File: src/design/life_pkg.sv
`timescale 1ns / 1ps

package life_pkg;

  // request kinds, same encoding in req_type and done_kind
  typedef enum logic [1:0] {
    REQ_WRITE   = 2'd0,
    REQ_READ    = 2'd1,
    REQ_ADVANCE = 2'd2
  } req_kind_e;

  // configuration register indexes
  localparam logic [1:0] CFG_COLS = 2'd0;
  localparam logic [1:0] CFG_ROWS = 2'd1;

  localparam logic [6:0] COLS_RESET = 7'd40;
  localparam logic [5:0] ROWS_RESET = 6'd25;
  localparam int unsigned MIN_SIZE  = 3;

  // life rule
  localparam logic [3:0] SURVIVE_LO = 4'd2;
  localparam logic [3:0] BIRTH_CNT  = 4'd3;

  typedef struct packed {
    logic [1:0] req_type;
    logic [4:0] cell_row;
    logic [5:0] cell_col;
    logic       cell_in;
  } req_t;

  typedef struct packed {
    logic       cell_out;
    logic [1:0] done_kind;
  } rsp_t;

  // per-row-cell control
  typedef struct packed {
    logic shift;   // rotate this row one place toward row 0
    logic last;    // this cell is the wrap point, takes the new row
    logic wr;      // single-bit write into this row
    logic wr_val;
  } cell_ctl_t;

  // row update engine control
  typedef struct packed {
    logic start;
    logic step;
    logic last;
  } eng_ctl_t;

endpackage

File: src/design/life_row_engine.sv
`timescale 1ns / 1ps

module life_row_engine import life_pkg::*; #(
  parameter int unsigned W = 64,
  localparam int unsigned CIW = $clog2(W)
) (
  input  logic            clk_i,
  input  eng_ctl_t        ctl_i,
  input  logic [W-1:0]    wrap_row_i,  // row above row 0, loaded at start
  input  logic [W-1:0]    mid_i,       // row being updated
  input  logic [W-1:0]    nxt_i,       // original row below it
  input  logic [CIW-1:0]  last_col_i,
  output logic [W-1:0]    new_o
);

  logic [W-1:0] prev_q;   // original row above the current one
  logic [W-1:0] first_q;  // original row 0, needed by the last row
  logic [W-1:0] up, dn;

  always_ff @(posedge clk_i) begin
    if (ctl_i.start) begin
      prev_q  <= wrap_row_i;
      first_q <= mid_i;
    end else if (ctl_i.step) begin
      prev_q  <= mid_i;
    end
  end

  assign up = prev_q;
  assign dn = ctl_i.last ? first_q : nxt_i;

  for (genvar c = 0; c < W; c++) begin : g_col
    logic       in_use, at_last;
    logic       ul, uc, ur, ml, mr, dl, dc, dr;
    logic [3:0] n;

    assign in_use  = CIW'(c) <= last_col_i;
    assign at_last = CIW'(c) == last_col_i;

    if (c == 0) begin : g_first
      assign ul = up[last_col_i];
      assign ml = mid_i[last_col_i];
      assign dl = dn[last_col_i];
    end else begin : g_inner
      assign ul = up[c-1];
      assign ml = mid_i[c-1];
      assign dl = dn[c-1];
    end

    assign uc = up[c];
    assign dc = dn[c];
    assign ur = at_last ? up[0]    : up[(c+1)%W];
    assign mr = at_last ? mid_i[0] : mid_i[(c+1)%W];
    assign dr = at_last ? dn[0]    : dn[(c+1)%W];

    assign n = 4'(ul) + 4'(uc) + 4'(ur) + 4'(ml) + 4'(mr) + 4'(dl) + 4'(dc) + 4'(dr);

    assign new_o[c] = !in_use  ? mid_i[c] :
                      mid_i[c] ? ((n == SURVIVE_LO) || (n == BIRTH_CNT)) :
                                 (n == BIRTH_CNT);
  end

endmodule

File: config.mk
export PLATFORM = sky130hd
export DESIGN_NAME = life_row_engine
export DESIGN_NICKNAME = d
export VERILOG_FILES = /design/src/design/life_pkg.sv /design/src/design/life_row_engine.sv
export SDC_FILE = /design/constraint.sdc
export NUM_CORES = 1
export LEC_CHECK = 0
export BUFFER_PORTS_ARGS = -buffer_cell sky130_fd_sc_hd__buf_2
export CORE_UTILIZATION = 25
export CTS_CLUSTER_SIZE = 16
export DETAILED_ROUTE_END_ITERATION = 16
export GPL_TIMING_DRIVEN = 0
export SYNTH_ARGS = -nofsm -noshare
export SYNTH_HDL_FRONTEND = slang
export SYNTH_SLANG_ARGS = --single-unit
File: constraint.sdc
create_clock -name clk_i -period 7.6 [get_ports clk_i]
set_input_delay 1.52 -clock clk_i [delete_from_list [all_inputs] [get_ports clk_i]]
set_output_delay 1.52 -clock clk_i [all_outputs]
set_load 0.01 [all_outputs]
After elaboration in Yosys (flattened, before gate mapping). Cells that the tools add are included.

Register bits: 128. Bits of input ports: 202. Output and inout bits: 64. Word-level logic and storage cells: 1097.

$add $sub $neg: 448. Order comparisons: 65. Equality and inequality tests: 190. Multiplexer cells: 326. Reduce and logical (&&, ||, !) cells: 66.

Operators by type and width (number): 4-bit by 1-bit adder with 4-bit output (256); 4-bit by 2-bit equality test with 1-bit output (second input constant) (128); 1-bit 2-to-1 mux (320); 3-bit by 1-bit adder with 4-bit output (64); 2-bit by 1-bit adder with 3-bit output (64); 6-bit less-or-equal comparator (first input constant) (32); 64-bit 2-to-1 mux (3); 6-bit equality test (first input constant) (31); 1-bit by 1-bit adder with 2-bit output (64); 5-bit by 6-bit equality test with 1-bit output (first input constant) (16); 5-bit by 6-bit less-or-equal comparator with 1-bit output (first input constant) (16); 1-bit logical OR (64); 4-bit by 6-bit equality test with 1-bit output (first input constant) (8); 4-bit by 6-bit less-or-equal comparator with 1-bit output (first input constant) (8); 3-bit by 6-bit equality test with 1-bit output (first input constant) (4); 3-bit by 6-bit less-or-equal comparator with 1-bit output (first input constant) (4); 1-bit binary-select mux with 6-bit select (3); 2-bit by 6-bit equality test with 1-bit output (first input constant) (2); 1-bit by 6-bit less-or-equal comparator with 1-bit output (first input constant) (2); 2-bit by 6-bit less-or-equal comparator with 1-bit output (first input constant) (2); 6-bit by 7-bit < comparator with 1-bit output (second input constant) (1); 1-bit by 6-bit equality test with 1-bit output (first input constant) (1); 6-bit zero test (1); 2-bit nonzero test (1).

Depth between registers and ports, before layout.
Depth after elaboration: 13. Mapped depth: 17. Depth with buffers taken out: 16.

Least setup slack after synthesis. No wires, ideal clock.

Path kind: input-to-output. From: in ctl_i[0] (netlist name). To: out new_o[50]. Arrival time: 5.457 ns. Data required time: 6.080 ns. Setup slack: 0.623 ns. Stages on the path: 16. Path buffers: 2. Cell sequence: buf_2 -> buf_2 -> mux2i_1 -> inv_1 -> fa_1 -> inv_1 -> fa_1 -> inv_1 -> fa_1 -> ha_1 -> inv_1 -> fa_1 -> a2111oi_0 -> a21oi_1 -> or2_2 -> a31oi_1.

Longest elaborated chain between the ends: 8. Elaborated cells on any way between the ends: 10. Those cells by class: add/sub: 3; eq/ne: 2; mux: 4; reduce/logical: 1.

RTL lines: start: declaration (line life_row_engine.sv:8) `input eng_ctl_t ctl_i,`; 64-bit 2-to-1 mux (*) (line life_row_engine.sv:30) `assign dn = ctl_i.last ? first_q : nxt_i;`; 4-bit by 1-bit adder with 4-bit output (2 in series) (line life_row_engine.sv:56) `assign n = 4'(ul) + 4'(uc) + 4'(ur) + 4'(ml) + 4'(mr) + 4'(dl) + 4'(dc) + 4'(dr);`; 4-bit by 1-bit adder with 4-bit output (*) (line life_row_engine.sv:56); 4-bit by 2-bit equality test with 1-bit output (on tied branches) (line life_row_engine.sv:59, life_row_engine.sv:60); 1-bit logical OR (line life_row_engine.sv:59) `mid_i[c] ? ((n == SURVIVE_LO) || (n == BIRTH_CNT)) :`; 1-bit 2-to-1 mux (*) (line life_row_engine.sv:59); 1-bit 2-to-1 mux (*) (line life_row_engine.sv:58) `assign new_o[c] = !in_use ? mid_i[c] :`; end: declaration (line life_row_engine.sv:13) `output logic [W-1:0] new_o`.

Every way passes the cells marked *; elsewhere a longest branch is shown, timed or not.

Final worst setup path.
From: in ctl_i[0] (netlist name). To: out new_o[0].

Longest elaborated chain between the ends: 10. Elaborated cells on any way between the ends: 12. Those cells by class: add/sub: 3; eq/ne: 2; mux: 6; reduce/logical: 1.

RTL lines: 64-bit 2-to-1 mux (*) (line life_row_engine.sv:30); 1-bit binary-select mux with 6-bit select (line life_row_engine.sv:43) `assign dl = dn[last_col_i];`; 1-bit 2-to-1 mux (implied by the code) (line life_row_engine.sv:43); 4-bit by 1-bit adder with 4-bit output (2 in series) (line life_row_engine.sv:56); 4-bit by 1-bit adder with 4-bit output (*) (line life_row_engine.sv:56); 4-bit by 2-bit equality test with 1-bit output (on tied branches) (line life_row_engine.sv:59, life_row_engine.sv:60); 1-bit logical OR (line life_row_engine.sv:59); 1-bit 2-to-1 mux (*) (line life_row_engine.sv:59); 1-bit 2-to-1 mux (*) (line life_row_engine.sv:58).

Every way passes the cells marked *; elsewhere a longest branch is shown, timed or not. The select of a mux whose other input is x is not followed.

==> impl_metrics.py <==
metrics = {
    "pwr": {
        "ir_drop_v": 0.000193,
        "leakage_nw": 11.9,
        "power_density_mw_per_mm2": 209,
        "finalPower_mw": 5.24,
    },
    "timing": {
        "timing.fmax_mhz": 133,
        "finalCriticalPeriod_ns": 7.54,
        "rsz0062_at_grt": "true",
        "relSlewSlack": 0.225,
        "setup_violations": 0,
        "hold_viol_final": 0,
        "period_share": 0.992,
        "slew_violations": 0,
        "tightest_slew_ns": 1.15,
    },
    "placed_design": {
        "place_area_mm2": 0.0238,
        "io_buffers": 261,
        "gp_congestion": 0.955,
        "dp_cells": 3466,
        "hpwl_mm": 68.2,
    },
    "yosys": {
        "syn_area_per_cell_um2": 9.92,
        "yosysWarnings": 0,
        "synthCells": 2123,
        "yosysSeqAreaShare": 0.182,
        "synth_edf_count": 128,
        "netlist_area_mm2": 0.0211,
        "synth_seq_cells": 128,
        "syn_nets": 2773,
        "synth_ff_type": "edfxtp_1",
        "synth_cell_types": 44,
        "synth-async-reset-ratio": 0,
    },
    "status": {
        "outcome": "finished, final reports clean",
    },
    "worst_setup_path": {
        "critPathMaxFanout": 10,
        "cp.arrival_ns": 6.02,
        "critPathTopFamily": "adder cells",
        "crit_path_start_kind": "input port",
        "worst_setup_path_end_kind": "output pin",
        "worst-path-buf-inv": 4,
        "path_cells": "buf_8 > buf_12 > mux2i_1 > a22oi_1 > a21oi_1 > a21oi_1 > mux4_2 > mux2i_1 > fa_1 > fa_1 > inv_1 > ha_1 > fa_1 > o21ai_0 > o211a_1 > buf_2",
        "worstSetupPathType": "input port to output pin",
        "required_ns": 6.08,
        "slowest_stage": "fa_1",
        "slowest_delay_ns": 0.57,
        "crit_top_cell": "fa_1",
    },
    "floorplanning": {
        "core_mm2": 0.0836,
        "rows": 106,
        "start_util": 0.252,
        "die_w_um": 292,
        "ios": 266,
        "fp.dieArea_mm2": 0.0854,
        "die_h_um": 292,
    },
    "detailed_routing": {
        "remaining_drc_errors": 0,
        "ant_nets": 0,
        "vias_per_cell": 5.02,
        "vias": 17603,
        "wl_mm": 85.5,
        "routedWlPerCell_um": 24.4,
        "firstDrtPassIters": 6,
        "drt_iter0_drc": 1763,
    },
    "finish": {
        "final_cell_mix": "inv_1 (475), buf_2 (267), fa_1 (256), mux2i_1 (206), ha_1 (192)",
        "area_delta_synth_final_pct": 19.1,
        "fin_nets": 3064,
        "final_common_cell": "inv_1",
        "layout.cells.non_filler": 3510,
        "final_layout_size_suffix_gt1_frac": 0.228,
        "postLayoutCellArea_mm2": 0.0251,
    },
    "hold_path": {
        "hp-class": "input port to flop",
        "min_to": "prev_q[60]",
        "hold_depth": 3,
        "holdCritStartpoint": "wrap_row_i[60]",
    },
    "clocking": {
        "cts_tree": "done",
        "ctsRootBufferMaster": "clkbuf_16",
        "cts-buffers-inserted": 17,
        "htree_num_levels": 4,
        "cts_sinks": 128,
        "cts.path.max_buffers": 2,
        "clk_pin_slew_worst_paths_ns": 0.07,
    },
    "global_routing": {
        "grt_pass1_vias": 17521,
        "grt_overflow": 0,
        "grt_first_pass_wirelength_mm": 121,
        "grt_max_degree": 50,
        "track_usage": 0.200,
        "grt_antenna_before_repair": 11,
    },
    "run": {
        "drv_cap": 0,
    },
}
-- timing repair --
item,4_1_cts,5_1_grt
endpoints found under the setup margin,61,45
gates resized for setup,92,97
hold buffers,0,0
pin swaps,3,5
setup buffers,3,10
-- power by group --
group / internal [mW] / switching (mW) / total [mW]
registers: 0.857 / 0.0836 / 0.941
logic: 1.44 / 1.99 / 3.43
clock network: 0.477 / 0.392 / 0.869
total: 2.78 / 2.46 / 5.24
-- cell usage after synthesis, types with 34 or more instances --
cell      instances  area [um2]
mux2_2           68         766
edfxtp_1        128        3840
nor2_1          100         375
mux2i_1         234        2340
nand2b_1         38         238
a21oi_1         140         701
nand3_1          45         225
clkbuf_1         34         128
ha_1            192        2400
fa_1            256        5120
nand2_1         101         379
inv_1           477        1790
mux4_2           42         946
-- layout make-up --
cell class	instances	area, um2
antenna	3	7.51
fill	8778	58500
sequential	128	3840
buffer	72	517
inverter	479	1810
timing repair buffer	276	1460
clock inverter	15	143
multi-input combinational	1440	15500
tap	1080	1350
clock buffer	17	425
-- registers in the layout, summed over array words and instances, names as in the netlist --
name	count
first_q	64
prev_q	64
-- cells by family after synthesis --
logic type / synth area share
AO/OA/AOI/OAI: 0.0919
buffers and inverters: 0.102
flip-flops: 0.182
AND/OR/NAND/NOR: 0.0739
adder cells (fa/ha/maj): 0.357
multiplexers: 0.192
-- worst max-delay path by stage --
stage	cells after the start	startpoint	endpoint	slack, ns
after detailed placement	17	last_col_i[2]	new_o[39]	-1.02
after floorplan	16	ctl_i[0]	new_o[50]	0.62
after CTS	16	last_col_i[4]	new_o[0]	-0.05
final	16	ctl_i[0]	new_o[0]	0.06
after global placement	17	ctl_i[0]	new_o[1]	-0.98
after global routing	17	ctl_i[0]	new_o[38]	-0.05
-- metal layers --
layer  part of all wire  up-vias  track usage
met1               0.40     8756        0.253
met4              0.045       18       0.0852
li1                   -     7750            -
met2               0.46      894        0.317
met3               0.10      185       0.0577
met5             0.0014        -            0
-- stage by stage --
step / hold WS (ns) / worst slack, ns / utilization / TNS (ns)
CTS: 1.26 / -0.0504 / 0.295 / -0.153
global route: 1.29 / -0.0539 / 0.300 / -0.141
finish: 1.29 / 0.0610 / 0.300 / 0
global placement: 1.80 / -0.980 / 0.284 / -25.34
detailed placement: 1.81 / -1.02 / 0.285 / -26.10
floorplan: 1.62 / 0.623 / - / 0
(Power assumes the default switching activity.)
