<file path="src/design/life_pkg.sv">
`timescale 1ns / 1ps

package life_pkg;

  // request kinds, same encoding in req_type and done_kind
  typedef enum logic [1:0] {
    REQ_WRITE   = 2'd0,
    REQ_READ    = 2'd1,
    REQ_ADVANCE = 2'd2
  } req_kind_e;

  // configuration register indexes
  localparam logic [1:0] CFG_COLS = 2'd0;
  localparam logic [1:0] CFG_ROWS = 2'd1;

  localparam logic [6:0] COLS_RESET = 7'd40;
  localparam logic [5:0] ROWS_RESET = 6'd25;
  localparam int unsigned MIN_SIZE  = 3;

  // life rule
  localparam logic [3:0] SURVIVE_LO = 4'd2;
  localparam logic [3:0] BIRTH_CNT  = 4'd3;

  typedef struct packed {
    logic [1:0] req_type;
    logic [4:0] cell_row;
    logic [5:0] cell_col;
    logic       cell_in;
  } req_t;

  typedef struct packed {
    logic       cell_out;
    logic [1:0] done_kind;
  } rsp_t;

  // per-row-cell control
  typedef struct packed {
    logic shift;   // rotate this row one place toward row 0
    logic last;    // this cell is the wrap point, takes the new row
    logic wr;      // single-bit write into this row
    logic wr_val;
  } cell_ctl_t;

  // row update engine control
  typedef struct packed {
    logic start;
    logic step;
    logic last;
  } eng_ctl_t;

endpackage

</file>
<file path="src/design/life_row_cell.sv">
`timescale 1ns / 1ps

module life_row_cell import life_pkg::*; #(
  parameter int unsigned W = 64
) (
  input  logic          clk_i,
  input  logic          rst_ni,
  input  cell_ctl_t     ctl_i,
  input  logic [W-1:0]  nbr_i,
  input  logic [W-1:0]  eng_i,
  input  logic [W-1:0]  wr_mask_i,
  output logic [W-1:0]  row_o
);

  logic [W-1:0] row_q;

  always_ff @(posedge clk_i or negedge rst_ni) begin
    if (!rst_ni) begin
      row_q <= '0;
    end else if (ctl_i.shift) begin
      row_q <= ctl_i.last ? eng_i : nbr_i;
    end else if (ctl_i.wr) begin
      row_q <= (row_q & ~wr_mask_i) | (wr_mask_i & {W{ctl_i.wr_val}});
    end
  end

  assign row_o = row_q;

endmodule

</file>
<file path="config.mk">
export PLATFORM = sky130hd
export DESIGN_NAME = life_row_cell
export DESIGN_NICKNAME = d
export VERILOG_FILES = /design/src/design/life_pkg.sv /design/src/design/life_row_cell.sv
export SDC_FILE = /design/constraint.sdc
export NUM_CORES = 1
export LEC_CHECK = 0
export ABC_AREA = 1
export BUFFER_PORTS_ARGS = -buffer_cell sky130_fd_sc_hd__buf_2
export CORE_MARGIN = 10
export CORE_UTILIZATION = 42
export CTS_CLUSTER_DIAMETER = 50
export DETAILED_ROUTE_END_ITERATION = 7
export PLACE_DENSITY = 0.8
export SYNTH_ARGS = -nofsm -noshare
export SYNTH_HDL_FRONTEND = slang
export SYNTH_SLANG_ARGS = --single-unit
</file>
<file path="constraint.sdc">
create_clock -name clk_i -period 0.8 [get_ports clk_i]
set_input_delay 0.04 -clock clk_i [delete_from_list [all_inputs] [get_ports clk_i]]
set_output_delay 0.04 -clock clk_i [all_outputs]
set_load 0.02 [all_outputs]
</file>
# --- Yosys cells after proc, flatten, opt, wreduce, memory -nomap -nowiden ---
# Cells that the tools add are included.
totals:
  output_inout_bits: 64
  regBits: 64
op_classes:
  reduce_logical: 1
  n_mux: 3
  bitwise: 4
op_table:
  columns: ["op", "n"]
  rows:
  - ["64-bit 2-to-1 mux", 3]
  - ["64-bit AND", 2]
  - ["64-bit inverter", 1]
  - ["64-bit bitwise OR", 1]
  - ["2-bit nonzero test", 1]

# --- Longest topological paths before layout ---
# Gate-level depths: netlist (run 1).
depth:
  word_depth: 5
  ltp_mapped: 6
  depth_no_buf: 4

# --- Worst setup path after synthesis (run 1) ---
# No wires, ideal clock.
synth_path:
  kind: "input to register"
  from: "in ctl_i[2] (netlist name)"
  to: "reg with a tool-made name"
  setup_slack_ns: 0.088
  required_ns: 0.678
  path_buffers: 1
  cell_stages: 5
  arrival_ns: 0.590
  cell_sequence: "inv_2 > clkbuf_1 > nand2_1 > nand3_1 > a21oi_1"
synth_rtl:
  columns: ["item", "line", "source"]
  rows:
  - ["start, declared", "life_row_cell.sv:8", "input cell_ctl_t ctl_i,"]

==> results.cfg, run 1 <==
[drt]
via_per_inst = 4.846
wl_per_cell_um = 15.31
ant_nets = 0
drtIter0Drc = 344
drc = 0
routed_wl_um = 17770
vias = 5626
dr.pass1.iters = 5

[placement]
dp_hpwl_um = 13070
dpl-instance-area_um2 = 6226
globalplace.congestion = 0.8614
numPortBuffers = 261
dp.cells = 1126

[global_routing]
grt_max_degree = 61
antenna_found_initial = 0
track_usage = 0.2101
grt_pass1_wl_um = 28210
grt_overflow = 0
grt_pass1_vias = 5779

[setup_path]
path_max_fanout = 2
reg2reg_depth = 3
max_stage_delay_ps = 430
path_buf_inv = 1
critPathCaptureType = output port
cp.required_ps = 760
slowest_stage = dfrtp_1
r2r_setup_slack_ps = 0
crit_chain = buf_6
cp_top_family = flip-flops
critPathLaunchType = register
crit_arrival_ps = 910
crit_type = reg -> out

[min_path]
worstHoldPathType = in -> reg
min_from = nbr_i[49]
hold_depth = 5

[final_layout]
final_cells = 1161
final_layout_size_suffix_gt1_frac = 0.3281
stdcell_area_um2 = 7231
n_antenna_cell = 0
nNetsFinal = 1215
area_growth_syn_to_layout_pct = 52.72

[power]
swShare = 0.3020
pwr_density_cell_nw_per_um2 = 1653
p_seq_frac = 0.326
pwr-share-clk = 0.355
irDropWorstVdd_v = 0.001082
p_leak_nw = 4.160
p_int_mw = 8.345
switchingPower_mw = 3.611
p_comb_frac = 0.319

[clocking]
ctsRootBufferMaster = clkbuf_16
cts_tree = built
cts.sinks = 64
clock_latency_ps = 310
cts.htree.levels = 3
clk_pin_slew_ps = 60
numCtsBuffers = 9
cts_max_path_buffers = 2

[timing]
clock.fmax_ghz = 1.058
relSlewSlack = 0.8017
fin_ws_ps = -145.2
hold_violations = 0
skew_ps = 0
rsz0062_at_grt = yes
setup_viol = 64
report.final.slew_viol_count = 0
timing.setup.tns_ps = -5532
holdWs_ps = 46.83
fin_crit_sh = 1.182
final.min_clock_period_ps = 945.2
worstMarginPinSlew_ps = 297.4

[synthesis]
yosysSeqAreaShare = 0.3383
synth_cell_types = 12
synth_fp_nets = 951
ys_ff_latch = 64
netlist_instances = 753
syn_avg_cell_area_um2 = 6.288
syn-cell-area_um2 = 4735
synth_warnings = 0

[floorplanning]
rows = 38
die_x_um = 126.2
core_area_um2 = 10940
dieArea_um2 = 15920
pin_count = 262
fp.dieH_um = 126.2
initial_utilization = 0.4330

[status]
run_status = finished with violations
violations = negative setup slack

[run]
cap_viol_max_count = 0
routing by layer:
metal | share of wire | up-vias | track usage
met5 | 0 | - | 0
met4 | 0.016 | 0 | 0.05559
met3 | 0.090 | 22 | 0.07299
met2 | 0.50 | 252 | 0.3631
met1 | 0.40 | 2541 | 0.2416
li1 | - | 2811 | -
power by group through the flow:
stage | Clock, mW | Combinational (mW) | Sequential, mW
global route | 4.49 | 4.17 | 3.94
finish | 4.25 | 3.81 | 3.90
global placement | 0 | 3.04 | 3.84
CTS | 4.37 | 3.65 | 3.88
detailed placement | 0 | 3.10 | 3.85
floorplan | 0 | 1.31 | 4.29
layout make-up:
class / instances / area [um^2]
sequential: 64 / 1602
multi-input combinational: 512 / 2422
fill: 992 / 3705
tap: 140 / 175.2
clock inverter: 3 / 65.06
timing repair buffer: 300 / 2222
inverter: 130 / 488.0
clock buffer: 12 / 256.5
metrics by stage:
| step | power [mW] | setup WS, ps | util |
|---|---|---|---|
| floorplan | 5.598 | 87.90 | - |
| global placement | 6.884 | -69.90 | 0.5693 |
| detailed placement | 6.947 | -97.18 | 0.5693 |
| CTS | 11.90 | -140.4 | 0.6461 |
| global route | 12.60 | -162.1 | 0.6612 |
| finish | 11.96 | -145.2 | 0.6612 |
synthesized netlist by cell type (all sizes together):
master | n | area [um^2]
a21oi | 64 | 320.3
inv | 130 | 488.0
dfrtp | 64 | 1602
o21bai | 64 | 480.5
nand2 | 256 | 960.9
nor2 | 64 | 240.2
nand3 | 64 | 320.3
clkbuf | 5 | 18.77
buf | 42 | 304.0
logic make-up after synthesis:
kind of cell,after synthesis,synth area share
buffers and inverters,177,0.1712
flip-flops,64,0.3383
AO/OA/AOI/OAI,128,0.1691
AND/OR/NAND/NOR,384,0.3214
tightest hold or removal path, delay by kind of cell:
family | cells | cell delay [ps]
AOI/OAI and AO/OA | 1 | 50
and+or+nand+nor | 2 | 90
buffers and inverters | 2 | 140
cell usage in the layout, fill, tap and decap left out, drive strengths merged:
master and n:
a21oi 64, dfrtp 64, o21bai 64, dlygate4sd3 1, inv 130, clkbuf 12, clkinv 1, nor2 64
nand3 64, buf 299, bufinv 2, nand2 256
worst max path at each step:
stage                to  depth (start not counted)     start  slack [ps]
2_1_floorplan  register                          5  ctl_i[2]          90
3_3_place_gp   register                          6  ctl_i[2]         -70
3_5_place_dp   register                          6  ctl_i[2]        -100
4_1_cts        row_o[6]                          1  register        -140
5_1_grt        row_o[6]                          1  register        -160
6_report       row_o[6]                          1  register        -150
repair_timing:
item	CTS	global route
pin swaps	0	4
setup endpoints to repair	64	77
buffers inserted	14	5
gates resized for setup	129	36
hold buffers	1	0
hold endpoints to repair	64	0
Power figures use the tool's default switching activity.
==> inputs of run 2 (changes only) <==
--- a/config.mk
+++ b/config.mk
@@ -5,13 +5,12 @@
 export SDC_FILE = /design/constraint.sdc
 export NUM_CORES = 1
 export LEC_CHECK = 0
-export ABC_AREA = 1
 export BUFFER_PORTS_ARGS = -buffer_cell sky130_fd_sc_hd__buf_2
 export CORE_MARGIN = 10
 export CORE_UTILIZATION = 42
 export CTS_CLUSTER_DIAMETER = 50
 export DETAILED_ROUTE_END_ITERATION = 7
-export PLACE_DENSITY = 0.8
+export PLACE_DENSITY = 0.85
 export SYNTH_ARGS = -nofsm -noshare
 export SYNTH_HDL_FRONTEND = slang
 export SYNTH_SLANG_ARGS = --single-unit
==> results.cfg, run 2 <==
[power]
pwr_density_cell_nw_per_um2 = 1665
p_leak_nw = 2.979
irDropWorstVdd_v = 0.0009971

[setup_path]
reg2reg_depth = 3
r2r_setup_slack_ps = -240
path_max_fanout = 2
critPathLaunchType = register
crit_type = reg -> reg
crit_arrival_ps = 1230
cp.required_ps = 980
critPathCaptureType = register

[timing]
clock.fmax_ghz = 0.9609
fin_ws_ps = -240.7
setup_viol = 128
hold_violations = 0
rsz0062_at_grt = yes
timing.setup.tns_ps = -16230
report.final.slew_viol_count = 0
worstMarginPinSlew_ps = 352.6
final.min_clock_period_ps = 1041
skew_ps = 0
relSlewSlack = 0.7650
fin_crit_sh = 1.301

[clocking]
clock_latency_ps = 310
cts_max_path_buffers = 2
cts.sinks = 64
cts.htree.levels = 3
numCtsBuffers = 9
clk_pin_slew_ps = 70
ctsRootBufferMaster = clkbuf_8
cts_tree = built

[final_layout]
layout_commonest_cell = buf_2
fill_cells = 649
final_layout_size_suffix_gt1_frac = 0.5126
n_antenna_cell = 0
final_cells = 744
mostFrequentLayoutCells = buf_2 (194), buf_6 (83), mux2i_1 (64), a21oi_1 (64), dfrtp_1 (64)
nNetsFinal = 829
final_core_utilization = 0.7047
area_growth_syn_to_layout_pct = 61.83

[synthesis]
ys_top_cells_by_count = a21oi_1 (64), a311oi_1 (64), dfrtp_1 (64), mux2i_1 (64), a21boi_1 (48)
ys.flop_type = dfrtp_1
ys_ff_latch = 64
synth_warnings = 0
synth_fp_nets = 560
netlist_instances = 362
syn-cell-area_um2 = 3835
yosysTopAreaCellShare = 0.4176
ys_top_cells_by_area = dfrtp_1 (42%), mux2i_1 (17%), a311oi_1 (15%), a21boi_1 (9.4%), a21oi_1 (8.4%)
synth-edff-count = 0
yosysTopAreaCell = dfrtp_1
async_flop_share = 1.000
yosysSeqAreaShare = 0.4176
syn_avg_cell_area_um2 = 10.59
synth_cell_types = 10

[global_routing]
grt_max_degree = 65
grt_pass1_wl_um = 22570
track_usage = 0.2072
grt_pass1_vias = 4527
grt_overflow = 0
antenna_found_initial = 0

[min_path]
worstHoldPathType = in -> reg
hold_depth = 3

[floorplanning]
dieArea_um2 = 13350
pin_count = 262
rows = 34
fp.dieH_um = 115.6
initial_utilization = 0.4355
core_area_um2 = 8806
die_x_um = 115.6

[status]
run_status = finished with violations
violations = negative setup slack

[drt]
drc = 0
dr_wl_met2_um = 8029
via_per_inst = 5.628
highest_layer = met4
routed-wl-met3_um = 1326
ant_nets = 0
wirelength_met1_um = 5501
drtIter0Drc = 221
dr.pass1.iters = 5
vias = 4187
wl_per_cell_um = 20.27
routed_wl_um = 15080

[placement]
numPortBuffers = 261
dp_hpwl_um = 11030
dp.cells = 723
globalplace.congestion = 0.8017

[run]
cap_viol_max_count = 0
## run 2: worst min-delay path by stage
stage	from	end	slack, ps
final	nbr_i[23]	register	9
after global routing	nbr_i[52]	register	20
after CTS	wr_mask_i[13]	register	0.7
after detailed placement	rst_ni	asynchronous set/reset pin	80
after global placement	rst_ni	asynchronous set/reset pin	80
after floorplan	rst_ni	asynchronous set/reset pin	-260
## run 2: kinds of logic after synthesis
kind of cell           share of synthesized area
AO/OA/AOI/OAI                             0.3550
buffers and inverters                    0.06036
flip-flops                                0.4176
multiplexers                              0.1670
## run 2: worst max-delay path: stages (launching register included)
cell and delay [ps]:
dfrtp_1 390, a21boi_1 150, a311oi_1 290, a21oi_1 90
## run 2: metal layers
metal  vias to the layer above  GRT usage
met3                        21    0.06357
met2                       184     0.3928
met1                      1995     0.2160
li1                       1987          -
met5                         -          0
met4                         0    0.05405
## run 2: final cells by class
cell class | instances | area (um^2) | area share
repair buffers | 300 | 2196 | 0.3538
multi-input cells | 256 | 2074 | 0.3343
flip-flops and latches | 64 | 1602 | 0.2581
clock buffers | 13 | 158.9 | 0.02560
well taps | 108 | 135.1 | 0.02177
clock inverters | 3 | 40.04 | 0.006452
## run 2: what timing repair did
item	in CTS	in global routing
gates resized for setup	153	24
hold buffers	2	0
endpoints found under the hold margin	65	0
pin swaps	1	5
setup endpoints to repair	128	128
setup buffers	0	3
## run 2: per-stage QoR
stage               power, mW  hold WS [ps]  instance area [um^2]  setup slack, ps
floorplan               5.389        -255.6                  3835           -157.3
global placement        6.711         81.90                  5420           -126.5
detailed placement      6.823         84.97                  5420           -172.9
CTS                     10.29        0.6554                  6110           -224.7
global route            10.82         15.04                  6206           -263.6
finish                  10.33         8.879                  6206           -240.7
## run 2: report_power, final
group          switching (mW)  internal [mW]  leakage, nW
logic                    1.71           1.93         2.15
registers               0.263           3.60        0.726
clock network            1.22           1.61        0.103
==> inputs of run 3 (changes only) <==
--- a/config.mk
+++ b/config.mk
@@ -8,6 +8,7 @@
 export BUFFER_PORTS_ARGS = -buffer_cell sky130_fd_sc_hd__buf_2
 export CORE_MARGIN = 10
 export CORE_UTILIZATION = 42
+export CTS_BUF_LIST = sky130_fd_sc_hd__clkbuf_8
 export CTS_CLUSTER_DIAMETER = 50
 export DETAILED_ROUTE_END_ITERATION = 7
 export PLACE_DENSITY = 0.85
==> results.cfg, run 3 (same netlist as run 2, synthesis figures left out) <==
[placement]
dpl-instance-area_um2 = 5420
dp_hpwl_um = 11030
numPortBuffers = 261
globalplace.congestion = 0.8017

[floorplanning]
rows = 34
fp.dieH_um = 115.6
pin_count = 262
core_area_um2 = 8806
die_x_um = 115.6
initial_utilization = 0.4355
dieArea_um2 = 13350

[clocking]
clock_latency_ps = 310
clk_pin_slew_ps = 70
ctsRootBufferMaster = clkbuf_8
numCtsBuffers = 9
cts_tree = built
cts.htree.levels = 3
cts_max_path_buffers = 2
cts.sinks = 64

[drt]
vias = 4187
wl_per_cell_um = 20.28
via_per_inst = 5.628
ant_nets = 0
routed_wl_um = 15090
dr.pass1.iters = 5
drtIter0Drc = 221
drc = 0

[min_path]
hold_depth = 3
worstHoldPathType = in -> reg
min_from = nbr_i[23]

[timing]
hold_violations = 0
setup_viol = 128
rsz0062_at_grt = yes
relSlewSlack = 0.7649
worstMarginPinSlew_ps = 352.6
timing.setup.tns_ps = -16250
holdWs_ps = 8.390
clock.fmax_ghz = 0.9609
skew_ps = 0
fin_crit_sh = 1.301
report.final.slew_viol_count = 0
fin_ws_ps = -240.7
final.min_clock_period_ps = 1041

[status]
violations = negative setup slack
run_status = finished with violations

[final_layout]
area_growth_syn_to_layout_pct = 61.83
final_core_utilization = 0.7047
stdcell_area_um2 = 6206
fill_cells = 649
nNetsFinal = 829
n_antenna_cell = 0
final_layout_size_suffix_gt1_frac = 0.5126
mostFrequentLayoutCells = buf_2 (194), buf_6 (83), mux2i_1 (64), a21oi_1 (64), dfrtp_1 (64)
layout_commonest_cell = buf_2

[power]
pwr_density_cell_nw_per_um2 = 1661
irDropWorstVdd_v = 0.0009976
p_leak_nw = 2.987
p_total_mw = 10.31

[setup_path]
r2r_setup_slack_ps = -240
critPathCaptureType = register
crit_arrival_ps = 1230
critPathLaunchType = register
crit_type = reg -> reg
path_max_fanout = 2
reg2reg_depth = 3
cp.required_ps = 980

[global_routing]
grt_overflow = 0
grt_pass1_vias = 4527
track_usage = 0.2072
grt_pass1_wl_um = 22570
antenna_found_initial = 0
grt_max_degree = 65

[run]
cap_viol_max_count = 0
## run 3: cell count changes in the layout (fill, tap and decap cells not counted)
cell	previous run	this run
clkbuf_1	2	0
inv_1	0	2
## run 3: worst max path at each step
stage               slack (ps)  cells after the start  startpoint         to
floorplan                 -160                      3    register   register
global placement          -130                      5    ctl_i[1]   register
detailed placement        -170                      5    ctl_i[1]   register
CTS                       -230                      2    register  row_o[47]
global route              -260                      3    register   register
finish                    -240                      3    register   register
## run 3: area by class of cell
type | instances | area, um^2 | area share
clock buffers | 11 | 151.4 | 0.02440
clock inverters | 5 | 47.55 | 0.007661
multi-input cells | 256 | 2074 | 0.3343
flip-flops and latches | 64 | 1602 | 0.2581
well taps | 108 | 135.1 | 0.02177
repair buffers | 300 | 2196 | 0.3538
## run 3: per-layer routing
metal  share of wire  up-vias  wire, um  GRT usage
met5               0        -         0          0
met4           0.015        0       227    0.05405
met3           0.088       21      1327    0.06357
met2            0.53      184      8029     0.3928
met1            0.36     1995      5502     0.2160
li1                -     1987         -          -
## run 3: timing repair
| item | CTS | global route |
|---|---|---|
| pin swaps | 1 | 5 |
| setup endpoints to repair | 128 | 128 |
| endpoints found under the hold margin | 65 | 0 |
| hold buffers | 2 | 0 |
| gates resized for setup | 153 | 24 |
| buffers inserted | 0 | 3 |
## run 3: critical path: stages, from the launching register on
cell	delay, ps
dfrtp_1	390
a21boi_1	150
a311oi_1	290
a21oi_1	90
## run 3: through the flow
| step | worst slack [ps] | cells |
|---|---|---|
| after floorplan | -157.3 | 362 |
| after global placement | -126.5 | 723 |
| after detailed placement | -172.9 | 723 |
| after CTS | -225.0 | 741 |
| after global routing | -263.6 | 744 |
| final | -240.7 | 744 |
## run 3: power breakdown
group	switching, mW	internal [mW]	leakage (nW)
clock network	1.23	1.58	0.112
logic	1.71	1.93	2.15
registers	0.263	3.60	0.726
total	3.20	7.11	2.99
